File: src/hdl/multi_turn_angle_velocity_tracker_core_macros.svh
// ----------------------------------------------------------------------------
// Multi-turn angle tracker assertion macros
// Shared concurrent assertion forms for the tracker RTL.
// ----------------------------------------------------------------------------
`ifndef MULTI_TURN_ANGLE_VELOCITY_TRACKER_CORE_MACROS_SVH
`define MULTI_TURN_ANGLE_VELOCITY_TRACKER_CORE_MACROS_SVH

// Same-cycle implication, disabled during reset
`define MTAVT_ASSERT_IMP(label, clk, rst, ante, cons) \
   label: assert property (@(posedge clk) disable iff (rst) (ante) |-> (cons)) \
      else $error("tracker assertion failed");

// Next-cycle implication, disabled during reset
`define MTAVT_ASSERT_NXT(label, clk, rst, ante, cons) \
   label: assert property (@(posedge clk) disable iff (rst) (ante) |=> (cons)) \
      else $error("tracker assertion failed");

`endif

File: src/hdl/mtavt_pkg.sv
// ----------------------------------------------------------------------------
// Multi-turn angle tracker package
// Widths, register indexes, reset values and controller interface types.
// ----------------------------------------------------------------------------
`default_nettype none

package mtavt_pkg;

   // Core sizing
   localparam int RAW_BITS      = 15;
   localparam int POSITION_BITS = 26;

   // Fixed field and register widths
   localparam int RAW_FIELD_BITS = 15;
   localparam int TICKS_BITS     = 16;
   localparam int CPR_BITS       = 16;
   localparam int WRAP_BITS      = 15;
   localparam int LIMIT_BITS     = 10;
   localparam int TURN_BITS      = 11;
   localparam int VEL_BITS       = 32;
   localparam int FRAC_BITS      = 8;

   // Derived widths
   localparam int NUM_BITS        = POSITION_BITS + FRAC_BITS;
   localparam int Q_EXT_BITS      = (NUM_BITS > VEL_BITS + 1) ? NUM_BITS : VEL_BITS + 1;
   localparam int DIV_CNT_BITS    = $clog2(NUM_BITS + 1);
   localparam int DIFF_BITS       = RAW_BITS + 1;
   localparam int WRAP_CMP_BITS   = (DIFF_BITS > WRAP_BITS) ? DIFF_BITS : WRAP_BITS;
   localparam int STEP_BITS       = TURN_BITS + 1;
   localparam int SHIFT_PROD_BITS = LIMIT_BITS + CPR_BITS;
   localparam int POS_PROD_BITS   = TURN_BITS + CPR_BITS + 1;
   localparam int WIDE_BITS       =
      ((POSITION_BITS > POS_PROD_BITS) ? POSITION_BITS : POS_PROD_BITS) + 1;

   // Stream widths
   localparam int REQ_DATA_BITS = ((RAW_FIELD_BITS + TICKS_BITS + 7) / 8) * 8;
   localparam int RSP_DATA_BITS = ((POSITION_BITS + TURN_BITS + VEL_BITS + 7) / 8) * 8;

   // Control register port
   localparam int CSR_ADDR_BITS = 2;
   localparam int CSR_DATA_BITS = 16;

   localparam logic [CSR_ADDR_BITS-1:0] CSR_COUNTS_PER_REV     = 2'd0;
   localparam logic [CSR_ADDR_BITS-1:0] CSR_WRAP_THRESHOLD     = 2'd1;
   localparam logic [CSR_ADDR_BITS-1:0] CSR_TURN_LIMIT         = 2'd2;
   localparam logic [CSR_ADDR_BITS-1:0] CSR_MAX_INTERVAL_TICKS = 2'd3;

   localparam logic [CPR_BITS-1:0]   CPR_RESET       = 16'd4096;
   localparam logic [WRAP_BITS-1:0]  WRAP_RESET      = 15'd3276;
   localparam logic [LIMIT_BITS-1:0] LIMIT_RESET     = 10'd1000;
   localparam logic [TICKS_BITS-1:0] MAX_TICKS_RESET = 16'd500;

   // Velocity saturation bounds
   localparam logic [Q_EXT_BITS-1:0] VEL_NEG_MAG = Q_EXT_BITS'(64'h8000_0000);
   localparam logic [Q_EXT_BITS-1:0] VEL_POS_MAG = Q_EXT_BITS'(64'h7FFF_FFFF);
   localparam logic [VEL_BITS-1:0]   VEL_NEG_SAT = 32'h8000_0000;
   localparam logic [VEL_BITS-1:0]   VEL_POS_SAT = 32'h7FFF_FFFF;

   // Controller to datapath commands
   typedef struct packed {
      logic capture;
      logic unwrap;
      logic position;
      logic diff_start;
      logic load;
   } mtavt_cmd_type;

   // Datapath to controller status
   typedef struct packed {
      logic div_done;
      logic out_free;
   } mtavt_sts_type;

endpackage

`default_nettype wire

File: src/hdl/mtavt_div.sv
// ----------------------------------------------------------------------------
// Serial divider
// Restoring divider producing one quotient bit per cycle.
// ----------------------------------------------------------------------------
`default_nettype none

module mtavt_div (
   input  wire logic                               clock,
   input  wire logic                               reset,
   input  wire logic                               start,
   input  wire logic [mtavt_pkg::NUM_BITS-1:0]     dividend,
   input  wire logic [mtavt_pkg::TICKS_BITS-1:0]   divisor,
   output logic                                    done,
   output logic [mtavt_pkg::NUM_BITS-1:0]          quotient
);

   logic [mtavt_pkg::NUM_BITS-1:0]     quo_ff;
   logic [mtavt_pkg::NUM_BITS-1:0]     quo_in;
   logic [mtavt_pkg::TICKS_BITS-1:0]   rem_ff;
   logic [mtavt_pkg::TICKS_BITS-1:0]   rem_in;
   logic [mtavt_pkg::TICKS_BITS-1:0]   divisor_ff;
   logic [mtavt_pkg::DIV_CNT_BITS-1:0] cnt_ff;
   logic                               busy_ff;
   logic                               done_ff;
   logic [mtavt_pkg::TICKS_BITS:0]     trial;
   logic [mtavt_pkg::TICKS_BITS:0]     trial_sub;
   logic                               ge;

   // Shift in the next dividend bit and try the subtraction
   always_comb begin
      trial     = {rem_ff, quo_ff[mtavt_pkg::NUM_BITS-1]};
      trial_sub = trial - {1'b0, divisor_ff};
      ge        = (trial >= {1'b0, divisor_ff});
      rem_in    = ge ? trial_sub[mtavt_pkg::TICKS_BITS-1:0]
                     : trial[mtavt_pkg::TICKS_BITS-1:0];
      quo_in    = {quo_ff[mtavt_pkg::NUM_BITS-2:0], ge};
   end

   // Hold operands and advance one bit per cycle
   always_ff @(posedge clock) begin
      if (start) begin
         quo_ff     <= dividend;
         rem_ff     <= '0;
         divisor_ff <= divisor;
      end else if (busy_ff) begin
         quo_ff <= quo_in;
         rem_ff <= rem_in;
      end
   end

   // Count iterations and flag completion
   always_ff @(posedge clock) begin
      if (reset) begin
         busy_ff <= 1'b0;
         done_ff <= 1'b0;
         cnt_ff  <= '0;
      end else begin
         done_ff <= 1'b0;
         if (start) begin
            busy_ff <= 1'b1;
            cnt_ff  <= mtavt_pkg::DIV_CNT_BITS'(mtavt_pkg::NUM_BITS);
         end else if (busy_ff) begin
            cnt_ff <= cnt_ff - 1'b1;
            if (cnt_ff == mtavt_pkg::DIV_CNT_BITS'(1)) begin
               busy_ff <= 1'b0;
               done_ff <= 1'b1;
            end
         end
      end
   end

   assign done     = done_ff;
   assign quotient = quo_ff;

endmodule

`default_nettype wire

File: src/hdl/mtavt_ctrl.sv
// ----------------------------------------------------------------------------
// Tracker controller
// Sequences unwrap, position, difference, divide and result load per sample.
// ----------------------------------------------------------------------------
`default_nettype none

`include "multi_turn_angle_velocity_tracker_core_macros.svh"

module mtavt_ctrl (
   input  wire logic                     clock,
   input  wire logic                     reset,
   input  wire logic                     req_tvalid,
   output logic                          req_tready,
   input  wire mtavt_pkg::mtavt_sts_type sts_i,
   output mtavt_pkg::mtavt_cmd_type      cmd_o
);

   typedef enum logic [2:0] {
      S_IDLE,
      S_TURN,
      S_POS,
      S_DIFF,
      S_DIV,
      S_LOAD
   } state_type;

   state_type state_ff;
   logic      ready_ff;
   logic      accept;

   assign accept = req_tvalid && ready_ff;

   // Step through one sample
   always_ff @(posedge clock) begin
      if (reset) begin
         state_ff <= S_IDLE;
         ready_ff <= 1'b1;
      end else begin
         case (state_ff)
            S_IDLE: begin
               if (accept) begin
                  state_ff <= S_TURN;
                  ready_ff <= 1'b0;
               end
            end
            S_TURN: begin
               state_ff <= S_POS;
            end
            S_POS: begin
               state_ff <= S_DIFF;
            end
            S_DIFF: begin
               state_ff <= S_DIV;
            end
            S_DIV: begin
               if (sts_i.div_done) begin
                  state_ff <= S_LOAD;
               end
            end
            S_LOAD: begin
               if (sts_i.out_free) begin
                  state_ff <= S_IDLE;
                  ready_ff <= 1'b1;
               end
            end
            default: begin
               state_ff <= S_IDLE;
               ready_ff <= 1'b1;
            end
         endcase
      end
   end

   // Decode datapath commands
   always_comb begin
      cmd_o            = '0;
      cmd_o.capture    = accept && (state_ff == S_IDLE);
      cmd_o.unwrap     = (state_ff == S_TURN);
      cmd_o.position   = (state_ff == S_POS);
      cmd_o.diff_start = (state_ff == S_DIFF);
      cmd_o.load       = (state_ff == S_LOAD) && sts_i.out_free;
   end

   assign req_tready = ready_ff;

   `MTAVT_ASSERT_NXT(a_accept_blocks, clock, reset, req_tvalid && req_tready, !req_tready)
   `MTAVT_ASSERT_IMP(a_load_needs_room, clock, reset, cmd_o.load, sts_i.out_free)
   `MTAVT_ASSERT_IMP(a_done_in_div, clock, reset, sts_i.div_done, state_ff == S_DIV)

endmodule

`default_nettype wire

File: src/hdl/mtavt_dp.sv
// ----------------------------------------------------------------------------
// Tracker datapath
// Control registers, turn unwrap, position, velocity divide and result hold.
// ----------------------------------------------------------------------------
`default_nettype none

module mtavt_dp (
   input  wire logic                                   clock,
   input  wire logic                                   reset,
   input  wire logic                                   csr_we,
   input  wire logic [mtavt_pkg::CSR_ADDR_BITS-1:0]    csr_addr,
   input  wire logic [mtavt_pkg::CSR_DATA_BITS-1:0]    csr_wdata,
   input  wire logic [mtavt_pkg::RAW_FIELD_BITS-1:0]   raw_count,
   input  wire logic [mtavt_pkg::TICKS_BITS-1:0]       interval_ticks,
   input  wire logic                                   rsp_tready,
   output logic                                        rsp_tvalid,
   output logic signed [mtavt_pkg::POSITION_BITS-1:0]  position_counts,
   output logic signed [mtavt_pkg::TURN_BITS-1:0]      turn_count,
   output logic signed [mtavt_pkg::VEL_BITS-1:0]       velocity_q8,
   output logic                                        turns_rebased,
   input  wire mtavt_pkg::mtavt_cmd_type               cmd_i,
   output mtavt_pkg::mtavt_sts_type                    sts_o
);

   // Control registers
   logic [mtavt_pkg::CPR_BITS-1:0]   cpr_ff;
   logic [mtavt_pkg::WRAP_BITS-1:0]  wrap_ff;
   logic [mtavt_pkg::LIMIT_BITS-1:0] limit_ff;
   logic [mtavt_pkg::TICKS_BITS-1:0] max_ticks_ff;

   // Tracking state
   logic [mtavt_pkg::RAW_BITS-1:0]             prev_raw_ff;
   logic signed [mtavt_pkg::TURN_BITS-1:0]     turns_ff;
   logic signed [mtavt_pkg::TURN_BITS-1:0]     turns_in;
   logic [mtavt_pkg::POSITION_BITS-1:0]        prev_pos_ff;
   logic [mtavt_pkg::POSITION_BITS-1:0]        prev_pos_in;

   // Per-sample working registers
   logic [mtavt_pkg::RAW_BITS-1:0]      raw_ff;
   logic [mtavt_pkg::TICKS_BITS-1:0]    ticks_ff;
   logic [mtavt_pkg::TICKS_BITS-1:0]    ticks_in;
   logic [mtavt_pkg::POSITION_BITS-1:0] pos_ff;
   logic [mtavt_pkg::POSITION_BITS-1:0] pos_in;
   logic [mtavt_pkg::POSITION_BITS-1:0] shift_ff;
   logic [mtavt_pkg::POSITION_BITS-1:0] shift_in;
   logic                                rebased_ff;
   logic                                rebased_in;
   logic                                neg_ff;

   // Result register
   logic                                       rsp_valid_ff;
   logic signed [mtavt_pkg::POSITION_BITS-1:0] rsp_pos_ff;
   logic signed [mtavt_pkg::TURN_BITS-1:0]     rsp_turn_ff;
   logic signed [mtavt_pkg::VEL_BITS-1:0]      rsp_vel_ff;
   logic                                       rsp_rebased_ff;
   logic [mtavt_pkg::VEL_BITS-1:0]             vel_in;

   // Combinational helpers
   logic signed [mtavt_pkg::DIFF_BITS-1:0]     raw_diff;
   logic [mtavt_pkg::DIFF_BITS-1:0]            raw_mag;
   logic                                       wrapped;
   logic signed [mtavt_pkg::STEP_BITS-1:0]     turns_step;
   logic signed [mtavt_pkg::STEP_BITS-1:0]     lim_ext;
   logic                                       hit_high;
   logic                                       hit_low;
   logic [mtavt_pkg::SHIFT_PROD_BITS-1:0]      shift_prod;
   logic signed [mtavt_pkg::POS_PROD_BITS-1:0] pos_prod;
   logic signed [mtavt_pkg::WIDE_BITS-1:0]     pos_sum;
   logic [mtavt_pkg::POSITION_BITS-1:0]        pos_diff;
   logic [mtavt_pkg::POSITION_BITS-1:0]        pos_mag;
   logic [mtavt_pkg::NUM_BITS-1:0]             dividend;
   logic                                       div_done;
   logic [mtavt_pkg::NUM_BITS-1:0]             quotient;
   logic [mtavt_pkg::Q_EXT_BITS-1:0]           q_ext;

   // Write control registers
   always_ff @(posedge clock) begin
      if (reset) begin
         cpr_ff       <= mtavt_pkg::CPR_RESET;
         wrap_ff      <= mtavt_pkg::WRAP_RESET;
         limit_ff     <= mtavt_pkg::LIMIT_RESET;
         max_ticks_ff <= mtavt_pkg::MAX_TICKS_RESET;
      end else if (csr_we) begin
         case (csr_addr)
            mtavt_pkg::CSR_COUNTS_PER_REV: begin
               cpr_ff <= csr_wdata[mtavt_pkg::CPR_BITS-1:0];
            end
            mtavt_pkg::CSR_WRAP_THRESHOLD: begin
               wrap_ff <= csr_wdata[mtavt_pkg::WRAP_BITS-1:0];
            end
            mtavt_pkg::CSR_TURN_LIMIT: begin
               limit_ff <= csr_wdata[mtavt_pkg::LIMIT_BITS-1:0];
            end
            mtavt_pkg::CSR_MAX_INTERVAL_TICKS: begin
               max_ticks_ff <= csr_wdata[mtavt_pkg::TICKS_BITS-1:0];
            end
            default: begin
            end
         endcase
      end
   end

   // Rebase offset tracks the configuration
   assign shift_prod = limit_ff * cpr_ff;
   assign shift_in   = mtavt_pkg::POSITION_BITS'(shift_prod);

   always_ff @(posedge clock) begin
      shift_ff <= shift_in;
   end

   // Detect rollover, apply the turn limit and clamp the interval
   always_comb begin
      raw_diff   = $signed({1'b0, raw_ff}) - $signed({1'b0, prev_raw_ff});
      raw_mag    = raw_diff[mtavt_pkg::DIFF_BITS-1] ? mtavt_pkg::DIFF_BITS'(-raw_diff)
                                                    : mtavt_pkg::DIFF_BITS'(raw_diff);
      wrapped    = (mtavt_pkg::WRAP_CMP_BITS'(raw_mag) > mtavt_pkg::WRAP_CMP_BITS'(wrap_ff));
      turns_step = mtavt_pkg::STEP_BITS'(turns_ff);
      if (wrapped) begin
         if (raw_diff[mtavt_pkg::DIFF_BITS-1]) begin
            turns_step = turns_step + mtavt_pkg::STEP_BITS'(1);
         end else begin
            turns_step = turns_step - mtavt_pkg::STEP_BITS'(1);
         end
      end
      lim_ext    = $signed(mtavt_pkg::STEP_BITS'(limit_ff));
      hit_high   = (turns_step >= lim_ext);
      hit_low    = (turns_step <= -lim_ext);
      rebased_in = hit_high || hit_low;
      turns_in   = rebased_in ? '0 : turns_step[mtavt_pkg::TURN_BITS-1:0];
      if (hit_high) begin
         prev_pos_in = prev_pos_ff - shift_ff;
      end else if (hit_low) begin
         prev_pos_in = prev_pos_ff + shift_ff;
      end else begin
         prev_pos_in = prev_pos_ff;
      end
      if ((ticks_ff == '0) || (ticks_ff > max_ticks_ff)) begin
         ticks_in = mtavt_pkg::TICKS_BITS'(1);
      end else begin
         ticks_in = ticks_ff;
      end
   end

   // Multi-turn position from turns and raw count
   assign pos_prod = turns_ff * $signed({1'b0, cpr_ff});
   assign pos_sum  = mtavt_pkg::WIDE_BITS'(pos_prod) + $signed(mtavt_pkg::WIDE_BITS'(raw_ff));
   assign pos_in   = pos_sum[mtavt_pkg::POSITION_BITS-1:0];

   // Wrapped position change as sign and magnitude
   assign pos_diff = pos_ff - prev_pos_ff;
   assign pos_mag  = pos_diff[mtavt_pkg::POSITION_BITS-1] ? (~pos_diff + 1'b1) : pos_diff;
   assign dividend = {pos_mag, {mtavt_pkg::FRAC_BITS{1'b0}}};

   // Sample working registers
   always_ff @(posedge clock) begin
      if (cmd_i.capture) begin
         raw_ff   <= mtavt_pkg::RAW_BITS'(raw_count);
         ticks_ff <= interval_ticks;
      end
      if (cmd_i.unwrap) begin
         ticks_ff   <= ticks_in;
         rebased_ff <= rebased_in;
      end
      if (cmd_i.position) begin
         pos_ff <= pos_in;
      end
      if (cmd_i.diff_start) begin
         neg_ff <= pos_diff[mtavt_pkg::POSITION_BITS-1];
      end
   end

   // Tracking state across samples
   always_ff @(posedge clock) begin
      if (reset) begin
         prev_raw_ff <= '0;
         turns_ff    <= '0;
         prev_pos_ff <= '0;
      end else begin
         if (cmd_i.unwrap) begin
            prev_raw_ff <= raw_ff;
            turns_ff    <= turns_in;
            prev_pos_ff <= prev_pos_in;
         end
         if (cmd_i.diff_start) begin
            prev_pos_ff <= pos_ff;
         end
      end
   end

   mtavt_div u_div (
      .clock    (clock),
      .reset    (reset),
      .start    (cmd_i.diff_start),
      .dividend (dividend),
      .divisor  (ticks_ff),
      .done     (div_done),
      .quotient (quotient)
   );

   // Saturate the quotient to a signed velocity
   always_comb begin
      q_ext = mtavt_pkg::Q_EXT_BITS'(quotient);
      if (neg_ff) begin
         if (q_ext > mtavt_pkg::VEL_NEG_MAG) begin
            vel_in = mtavt_pkg::VEL_NEG_SAT;
         end else begin
            vel_in = ~q_ext[mtavt_pkg::VEL_BITS-1:0] + 1'b1;
         end
      end else begin
         if (q_ext > mtavt_pkg::VEL_POS_MAG) begin
            vel_in = mtavt_pkg::VEL_POS_SAT;
         end else begin
            vel_in = q_ext[mtavt_pkg::VEL_BITS-1:0];
         end
      end
   end

   // Hold the result until the transaction completes
   always_ff @(posedge clock) begin
      if (reset) begin
         rsp_valid_ff <= 1'b0;
      end else if (cmd_i.load) begin
         rsp_valid_ff <= 1'b1;
      end else if (rsp_tready) begin
         rsp_valid_ff <= 1'b0;
      end
   end

   always_ff @(posedge clock) begin
      if (cmd_i.load) begin
         rsp_pos_ff     <= pos_ff;
         rsp_turn_ff    <= turns_ff;
         rsp_vel_ff     <= vel_in;
         rsp_rebased_ff <= rebased_ff;
      end
   end

   assign sts_o.div_done  = div_done;
   assign sts_o.out_free  = !rsp_valid_ff || rsp_tready;

   assign rsp_tvalid      = rsp_valid_ff;
   assign position_counts = rsp_pos_ff;
   assign turn_count      = rsp_turn_ff;
   assign velocity_q8     = rsp_vel_ff;
   assign turns_rebased   = rsp_rebased_ff;

endmodule

`default_nettype wire

File: src/hdl/multi_turn_angle_velocity_tracker_core.sv
// ----------------------------------------------------------------------------
// Multi-turn angle and velocity tracker
// Unwraps single-turn encoder counts into a multi-turn position and derives
// a Q8 velocity in counts per tick.
// ----------------------------------------------------------------------------
// From acceptance, each sample passes through rollover detection, position
// and difference, then the bit-serial velocity divider, which retires one
// quotient bit per cycle, then completion, result load and return to idle
// before the next sample can be accepted. The finished result sits in an
// output register, so a new sample may enter while it waits.
// Velocity is the wrapped position change times 256 divided by the interval,
// truncated toward zero and saturated to 32 bits; an interval of zero or one
// above max_interval_ticks counts as one tick. Write control registers only
// while no sample is in flight.
`default_nettype none

module multi_turn_angle_velocity_tracker_core (
   input  wire logic                                  clock,
   input  wire logic                                  reset,
   // Control registers
   input  wire logic                                  csr_we,
   input  wire logic [mtavt_pkg::CSR_ADDR_BITS-1:0]   csr_addr,
   input  wire logic [mtavt_pkg::CSR_DATA_BITS-1:0]   csr_wdata,
   // Sample stream
   input  wire logic                                  req_tvalid,
   output logic                                       req_tready,
   // raw_count, interval_ticks
   input  wire logic [mtavt_pkg::REQ_DATA_BITS-1:0]   req_tdata,
   // Result stream
   output logic                                       rsp_tvalid,
   input  wire logic                                  rsp_tready,
   // position_counts, turn_count, velocity_q8
   output logic [mtavt_pkg::RSP_DATA_BITS-1:0]        rsp_tdata,
   // turns_rebased
   output logic                                       rsp_tuser
);

   mtavt_pkg::mtavt_cmd_type cmd;
   mtavt_pkg::mtavt_sts_type sts;

   logic [mtavt_pkg::RAW_FIELD_BITS-1:0]       raw_count;
   logic [mtavt_pkg::TICKS_BITS-1:0]           interval_ticks;
   logic signed [mtavt_pkg::POSITION_BITS-1:0] position_counts;
   logic signed [mtavt_pkg::TURN_BITS-1:0]     turn_count;
   logic signed [mtavt_pkg::VEL_BITS-1:0]      velocity_q8;

   // Unpack the sample
   assign raw_count      = req_tdata[mtavt_pkg::RAW_FIELD_BITS-1:0];
   assign interval_ticks = req_tdata[mtavt_pkg::RAW_FIELD_BITS +: mtavt_pkg::TICKS_BITS];

   mtavt_ctrl u_ctrl (
      .clock      (clock),
      .reset      (reset),
      .req_tvalid (req_tvalid),
      .req_tready (req_tready),
      .sts_i      (sts),
      .cmd_o      (cmd)
   );

   mtavt_dp u_dp (
      .clock           (clock),
      .reset           (reset),
      .csr_we          (csr_we),
      .csr_addr        (csr_addr),
      .csr_wdata       (csr_wdata),
      .raw_count       (raw_count),
      .interval_ticks  (interval_ticks),
      .rsp_tready      (rsp_tready),
      .rsp_tvalid      (rsp_tvalid),
      .position_counts (position_counts),
      .turn_count      (turn_count),
      .velocity_q8     (velocity_q8),
      .turns_rebased   (rsp_tuser),
      .cmd_i           (cmd),
      .sts_o           (sts)
   );

   // Pack the result, zero-filled to whole bytes
   assign rsp_tdata = mtavt_pkg::RSP_DATA_BITS'({velocity_q8, turn_count, position_counts});

endmodule

`default_nettype wire
File: config.mk
export PLATFORM = sky130hd
export DESIGN_NAME = multi_turn_angle_velocity_tracker_core
export DESIGN_NICKNAME = d
export VERILOG_FILES = /design/src/hdl/mtavt_pkg.sv /design/src/hdl/mtavt_div.sv /design/src/hdl/mtavt_ctrl.sv /design/src/hdl/mtavt_dp.sv /design/src/hdl/multi_turn_angle_velocity_tracker_core.sv
export VERILOG_INCLUDE_DIRS = /design/src /design/src/hdl
export SDC_FILE = /design/constraint.sdc
export NUM_CORES = 2
export LEC_CHECK = 0
export BUFFER_PORTS_ARGS = -buffer_cell sky130_fd_sc_hd__buf_2
export CAP_MARGIN = 40
export CORE_ASPECT_RATIO = 1.4
export CORE_MARGIN = 1
export CORE_UTILIZATION = 44
export CTS_CLUSTER_SIZE = 12
export DETAILED_ROUTE_END_ITERATION = 16
export PLACE_DENSITY_LB_ADDON = 0.1
export SETUP_SLACK_MARGIN = 0.05
export SYNTH_ARGS = -nofsm -noshare
export SYNTH_HDL_FRONTEND = slang
export SYNTH_SLANG_ARGS = --single-unit
export TNS_END_PERCENT = 20
File: constraint.sdc
create_clock -name clock -period 13.75 [get_ports clock]
set_input_delay 2.75 -clock clock [delete_from_list [all_inputs] [get_ports clock]]
set_output_delay 2.75 -clock clock [all_outputs]
set_load 0.005 [all_outputs]
After elaboration in Yosys (flattened, before gate mapping)
Index checks and enable logic that the tools add are counted.
{ "classes": {"add_sub_neg": 13, "n_mul": 2, "magnitude_cmp": 7, "n_eq_ne": 13, "muxes": 33, "bitwise": 4, "reduce_logical": 26} }
{ "ops": {"columns": ["cell", "count"], "rows": [
  ["$mux W26", 5],
  ["$mux W32", 3],
  ["$mux W16", 5],
  ["$mux W34", 2],
  ["$sub A26 B26 Y26", 2],
  ["$gt A34 B31 Y1 const B", 1],
  ["$gt A34 B32 Y1 const B", 1],
  ["$add A32 B1 Y32 const B", 1],
  ["$not A32 Y32", 1],
  ["$add A26 B1 Y26 const B", 1],
  ["$add A26 B16 Y26", 1],
  ["$add A26 B26 Y26", 1],
  ["$mul A10 B16 Y26", 1],
  ["$mul A11 B17 Y26", 1],
  ["$not A26 Y26", 1],
  ["$mux W12", 2],
  ["$pmux W3 S6", 1],
  ["$ge A17 B16 Y1", 1],
  ["$gt A16 B15 Y1", 1],
  ["$gt A16 B16 Y1", 1],
  ["$logic_not A16 Y1", 1],
  ["$neg A16 Y16", 1],
  ["$sub A15 B15 Y16", 1],
  ["$sub A16 B16 Y16", 1],
  ["other kinds (31)", 61]
]} }
{ "totals": {"register_bits": 343, "inputBits": 55, "output_inout_bits": 75} }

Longest topological paths before layout
{ "depth": {"depth_word": 10, "mapped_depth": 48} }

By module
From an unflattened synthesis, not the netlist that was laid out.
{ "unflattened": {"hier_cells": 3497, "hier_area_um2": 31769.2} }
{ "modules_own_cells": {"columns": ["mod", "instances", "cells_each", "area_per_inst_um2"], "rows": [
  ["mtavt_dp", 1, 3138, 27701.6],
  ["mtavt_div", 1, 328, 3822.4],
  ["mtavt_ctrl", 1, 27, 219.0],
  ["multi_turn_angle_velocity_tracker_core", 1, 4, 26.3]
]} }

Worst setup path after synthesis
No wires, ideal clock.
{ "synth_timing": {"kind": "reg-to-reg", "from": "reg u_dp.raw_ff[1] (netlist name)", "to": "reg u_dp.prev_pos_ff[24] (netlist name)", "arrival_ns": 9.531, "required_ns": 13.658, "path_slack_ns": 4.127, "path_stages_with_launch": 46, "path_buffers": 3, "cell_sequence": "edfxtp_1 > ha_1 > nor2b_1 > o2111ai_1 > a31oi_1 > o311a_1 > or2_2 > a311oi_4 > inv_1 > clkbuf_1 > nor2_1 > xnor2_1 > ha_1 > a21o_1 > a21o_1 > a21o_1 > a21o_1 > a21oi_1 > [10 not listed] > o21ai_0 > a221oi_1 > mux2_4 > clkbuf_1 > nor2_1 > xnor2_1 > ha_1 > nor2b_1 > o2111ai_1 > and4_1 > o311ai_0 > a221o_1 > a2111oi_0 > or3_1 > o21ai_0 > a2111o_1 > a21oi_1 > o32ai_1"} }
{ "synth_via": {"elab_chain_len": 9} }
{ "synth_lines": {"columns": ["element", "line_no", "text"], "rows": [
  ["start, declared", "mtavt_dp.sv:39", "logic [mtavt_pkg::RAW_BITS-1:0] raw_ff;"],
  ["start signal, assigned", "mtavt_dp.sv:157", "raw_ff <= mtavt_pkg::RAW_BITS'(raw_count);"],
  ["$sub A15 B15 Y16 (*)", "mtavt_dp.sv:113", "raw_diff = $signed({1'b0, raw_ff}) - $signed({1'b0, prev_raw_ff});"],
  ["$neg A16 Y16", "mtavt_dp.sv:114", "raw_mag = raw_diff[mtavt_pkg::DIFF_BITS-1] ? mtavt_pkg::DIFF_BITS'(-raw_diff)"],
  ["$mux W16", "mtavt_dp.sv:114", null],
  ["$gt A16 B15 Y1", "mtavt_dp.sv:116", "wrapped = (mtavt_pkg::WRAP_CMP_BITS'(raw_mag) > mtavt_pkg::WRAP_CMP_BITS'(wrap_ff));"],
  ["$mux W12 (*)", "mtavt_dp.sv:118", "if (wrapped) begin"],
  ["$ge A12 B11 Y1", "mtavt_dp.sv:126", "hit_high = (turns_step >= lim_ext);"],
  ["$mux W26", "mtavt_dp.sv:130", "if (hit_high) begin"],
  ["$mux W26", "mtavt_dp.sv:179", "if (cmd_i.unwrap) begin"],
  ["$mux W26", "mtavt_dp.sv:184", "if (cmd_i.diff_start) begin"],
  ["end signal, assigned", "mtavt_dp.sv:182", "prev_pos_ff <= prev_pos_in;"],
  ["end signal, assigned", "mtavt_dp.sv:185", "prev_pos_ff <= pos_ff;"],
  ["end, declared", "mtavt_dp.sv:35", "logic [mtavt_pkg::POSITION_BITS-1:0] prev_pos_ff;"]
]} }
Every way passes the cells marked *; elsewhere a longest branch is shown, timed or not. The select of a mux whose other input is x is not followed.
A chain may end at the register's enable or synchronous reset.

Worst setup path after layout
Ends and elaborated chain as after synthesis.

==> results.tsv <==
metric	value	unit
status	finished, final reports clean	
First DRT Iteration DRCs	1188	
Pwr Density	152	nW/um^2
synthesis-to-finish area growth	9.63	%
via count	24600	
gr usage total	0.239	
Chip Width	228	um
total gr overflow	0	
Reg-to-Reg Start	u_dp.raw_ff[1]$_DFFE_PP_	
DRC violations left	0	
Final Cell Area	34400	um^2
share of layout cells above drive strength 1	0.0843	
area of the multi-input gates	20500	um^2
Avg Cell Area, Syn	8.91	um^2
logic gate share of total power	0.548	
first-pass GRT wire length	136	mm
FMAX	88.5	MHz
cell mode on critical path	a21o_1	
RSZ-0062 raised after global routing	no	
Netlist cell types	88	
Startpoint Class	register	
vias in the first global route	25800	
register area share after synthesis	0.273	
top_reg_cell synth	dfxtp_1	
worst-path fanout max	28	
CTS tree	built	
routed len/inst	18.6	um
DP HPWL	66.7	mm
CTS Buffer Depth	3	
Final Setup Violations	0	
Fill cells	6624	
Syn. warnings	0	
pin slew with the least headroom to its limit	1.00	ns
critical path type	register to register	
largest net degree at the start of global routing	91	
fin nets	4178	
most common cell after layout, fill and taps aside	nand2_1	
CTS Sinks	343	
Core Footprint	70400	um^2
Largest stage delay, worst path	0.58	ns
min-delay worst type	register to register	
final hold violation count	0	
post-CTS setup buffer count	0	
Flop pwr share	0.258	
asr flop ratio synth	0	
Pins Over Slew Limit	0	
Worst-Skew Late Latency	0.58	ns
die area	72400	um^2
Clock Power Share	0.194	
die height	318	um
Buf/Inv on CP	2	
post-cts resize count	0	
# diodes	0	
Seq cells post-synth	343	
Crit-path slowest cell	a41oi_2	
TritonCTS buffer count	38	
setup TNS	0	ns
EDFF count, synth	171	
gpl congestion	0.876	
Area after DPL	33200	um^2
ANT nets after route	0	
hold path startpoint	u_dp.rebased_ff$_DFFE_PP_	
clock transition at the registers of the reported paths	0.06	ns
FF+latch area	8580	um^2
fin crit share	0.822	
hold path depth	0	
most frequent cells in the layout	nand2_1, inv_1, ha_1	
hold endpoint	u_dp.turns_rebased$_DFFE_PP_	
Root Driver	clkbuf_16	
CP required	14.22	ns
crit end category	register	
drt pass-1 iters	6	
H-tree levels	2	
Static Leak	0.0151	uW
I/O pin count	130	
Initial Utilization	0.446	
Sw Pwr	2240	uW
initial antenna violation count	0	
delay-heaviest family, CP	compound AO/OA/AOI/OAI gates	
row count	115	
Max VDD drop	0.0000939	V
Tmin final	11.30	ns
Max-Cap Viols	0	
hold buffer count at cts	0	
r2r endpoint	u_dp.prev_pos_ff[24]$_SDFFE_PP0P_	
mapped cell area	31400	um^2
utilization after layout	0.489	
max_slew headroom	0.327	
via/cell ratio	5.42	
worst reg2reg path depth	40	
routed wire length	84.7	mm
Sw Ratio	0.428	
Cells after Synth	3522	
internal power	2990	uW
r2r setup slk	2.45	ns
WP data arrival	11.77	ns
worst clock skew	0.0368	ns
IO Port Bufs	125	
## power by group through the flow
stage / registers [uW] / clock network (uW) / logic [uW]
6_report: 1350 / 1010 / 2870
3_3_place_gp: 1390 / 0 / 2740
4_1_cts: 1350 / 1040 / 2880
3_5_place_dp: 1370 / 0 / 2860
5_1_grt: 1360 / 1070 / 3230
2_1_floorplan: 1320 / 0 / 2230
## cells by family after synthesis
logic type      Yosys count  synth area share
mux                      32            0.0106
flops                   343             0.273
compound gates          666             0.140
fa+ha+maj               542             0.277
buf+inv                 600            0.0728
simple gates           1154             0.174
xor+xnor                184            0.0514
other cells               1          0.000120
## worst max-delay path by stage
stage	startpoint	cells past startpoint	slack, ns	endpoint
after detailed placement	u_dp.raw_ff[1]$_DFFE_PP_	40	2.47	u_dp.prev_pos_ff[24]$_SDFFE_PP0P_
after floorplan	u_dp.raw_ff[1]$_DFFE_PP_	45	4.13	u_dp.prev_pos_ff[24]$_SDFFE_PP0P_
after CTS	u_dp.raw_ff[1]$_DFFE_PP_	40	2.40	u_dp.prev_pos_ff[24]$_SDFFE_PP0P_
after global placement	u_dp.raw_ff[1]$_DFFE_PP_	40	2.27	u_dp.prev_pos_ff[24]$_SDFFE_PP0P_
after global routing	u_dp.raw_ff[1]$_DFFE_PP_	39	1.66	u_dp.prev_pos_ff[24]$_SDFFE_PP0P_
final	u_dp.raw_ff[1]$_DFFE_PP_	40	2.45	u_dp.prev_pos_ff[24]$_SDFFE_PP0P_
## synth_stat cells (all sizes together), types with 14 or more instances
master  count  area (um^2)
nor4       21          131
a21o       34          255
or3        33          206
o21a       44          330
o211ai     30          225
ha        286         3580
mux2i      25          250
a21oi     209         1050
and2      144          901
buf        25          126
nand2b     35          219
inv       432         1620
nor2b      30          188
xor2       58          508
xnor2     126         1100
dfxtp     172         3440
and3       17          106
nor3       71          355
nand2     472         1770
o21ai     153          769
fa        256         5120
a211oi     33          348
o21bai     16          120
nand3      79          395
or2        14         87.6
o311ai     27          236
edfxtp    171         5130
nand4      15         93.8
a31oi      19          119
nor2      186          698
clkbuf    141          529
## routing by layer
metal | vias up | global-route usage | routed length [um]
li1 | 12000 | - | -
met3 | 153 | 0.0267 | 2950
met1 | 12100 | 0.269 | 33700
met5 | - | 0 | 0
met2 | 467 | 0.451 | 44700
met4 | 0 | 0.0911 | 3320
## worst register-to-register path: cells and delay by family (launching register included)
kind            cells  cell delay (ns)
compound gates     23             5.63
simple gates        7             1.70
fa+ha+maj           4             1.28
mux                 3             1.23
buf+inv             2             0.71
flops               1             0.46
xor+xnor            1             0.15
## metrics by stage
stage / hold slack (ns) / total power (uW) / setup slack, ns / std cells
after floorplan: 0.400 / 3540 / 4.13 / 3524
final: 0.430 / 5230 / 2.45 / 4544
after global routing: 0.435 / 5660 / 1.66 / 4544
after detailed placement: 0.415 / 4220 / 2.47 / 4477
after CTS: 0.434 / 5270 / 2.40 / 4544
after global placement: 0.409 / 4130 / 2.27 / 4460
## sequential cells by signal, indices dropped and copies added, names as in the netlist, 26 cells and up
signal	count
u_dp.u_div.quotient	34
u_dp.velocity_q8	32
u_dp.pos_ff	26
u_dp.position_counts	26
u_dp.prev_pos_ff	26
u_dp.shift_ff	26
## layout make-up
cell class                 instances  area share
sequential                       343       0.249
multi-input combinational       2581       0.597
clock buffer                      54      0.0306
timing repair buffer             183      0.0365
tap                              936      0.0341
clock inverter                    13     0.00473
inverter                         434      0.0474
Note: power is estimated with default switching activity, not from simulation.
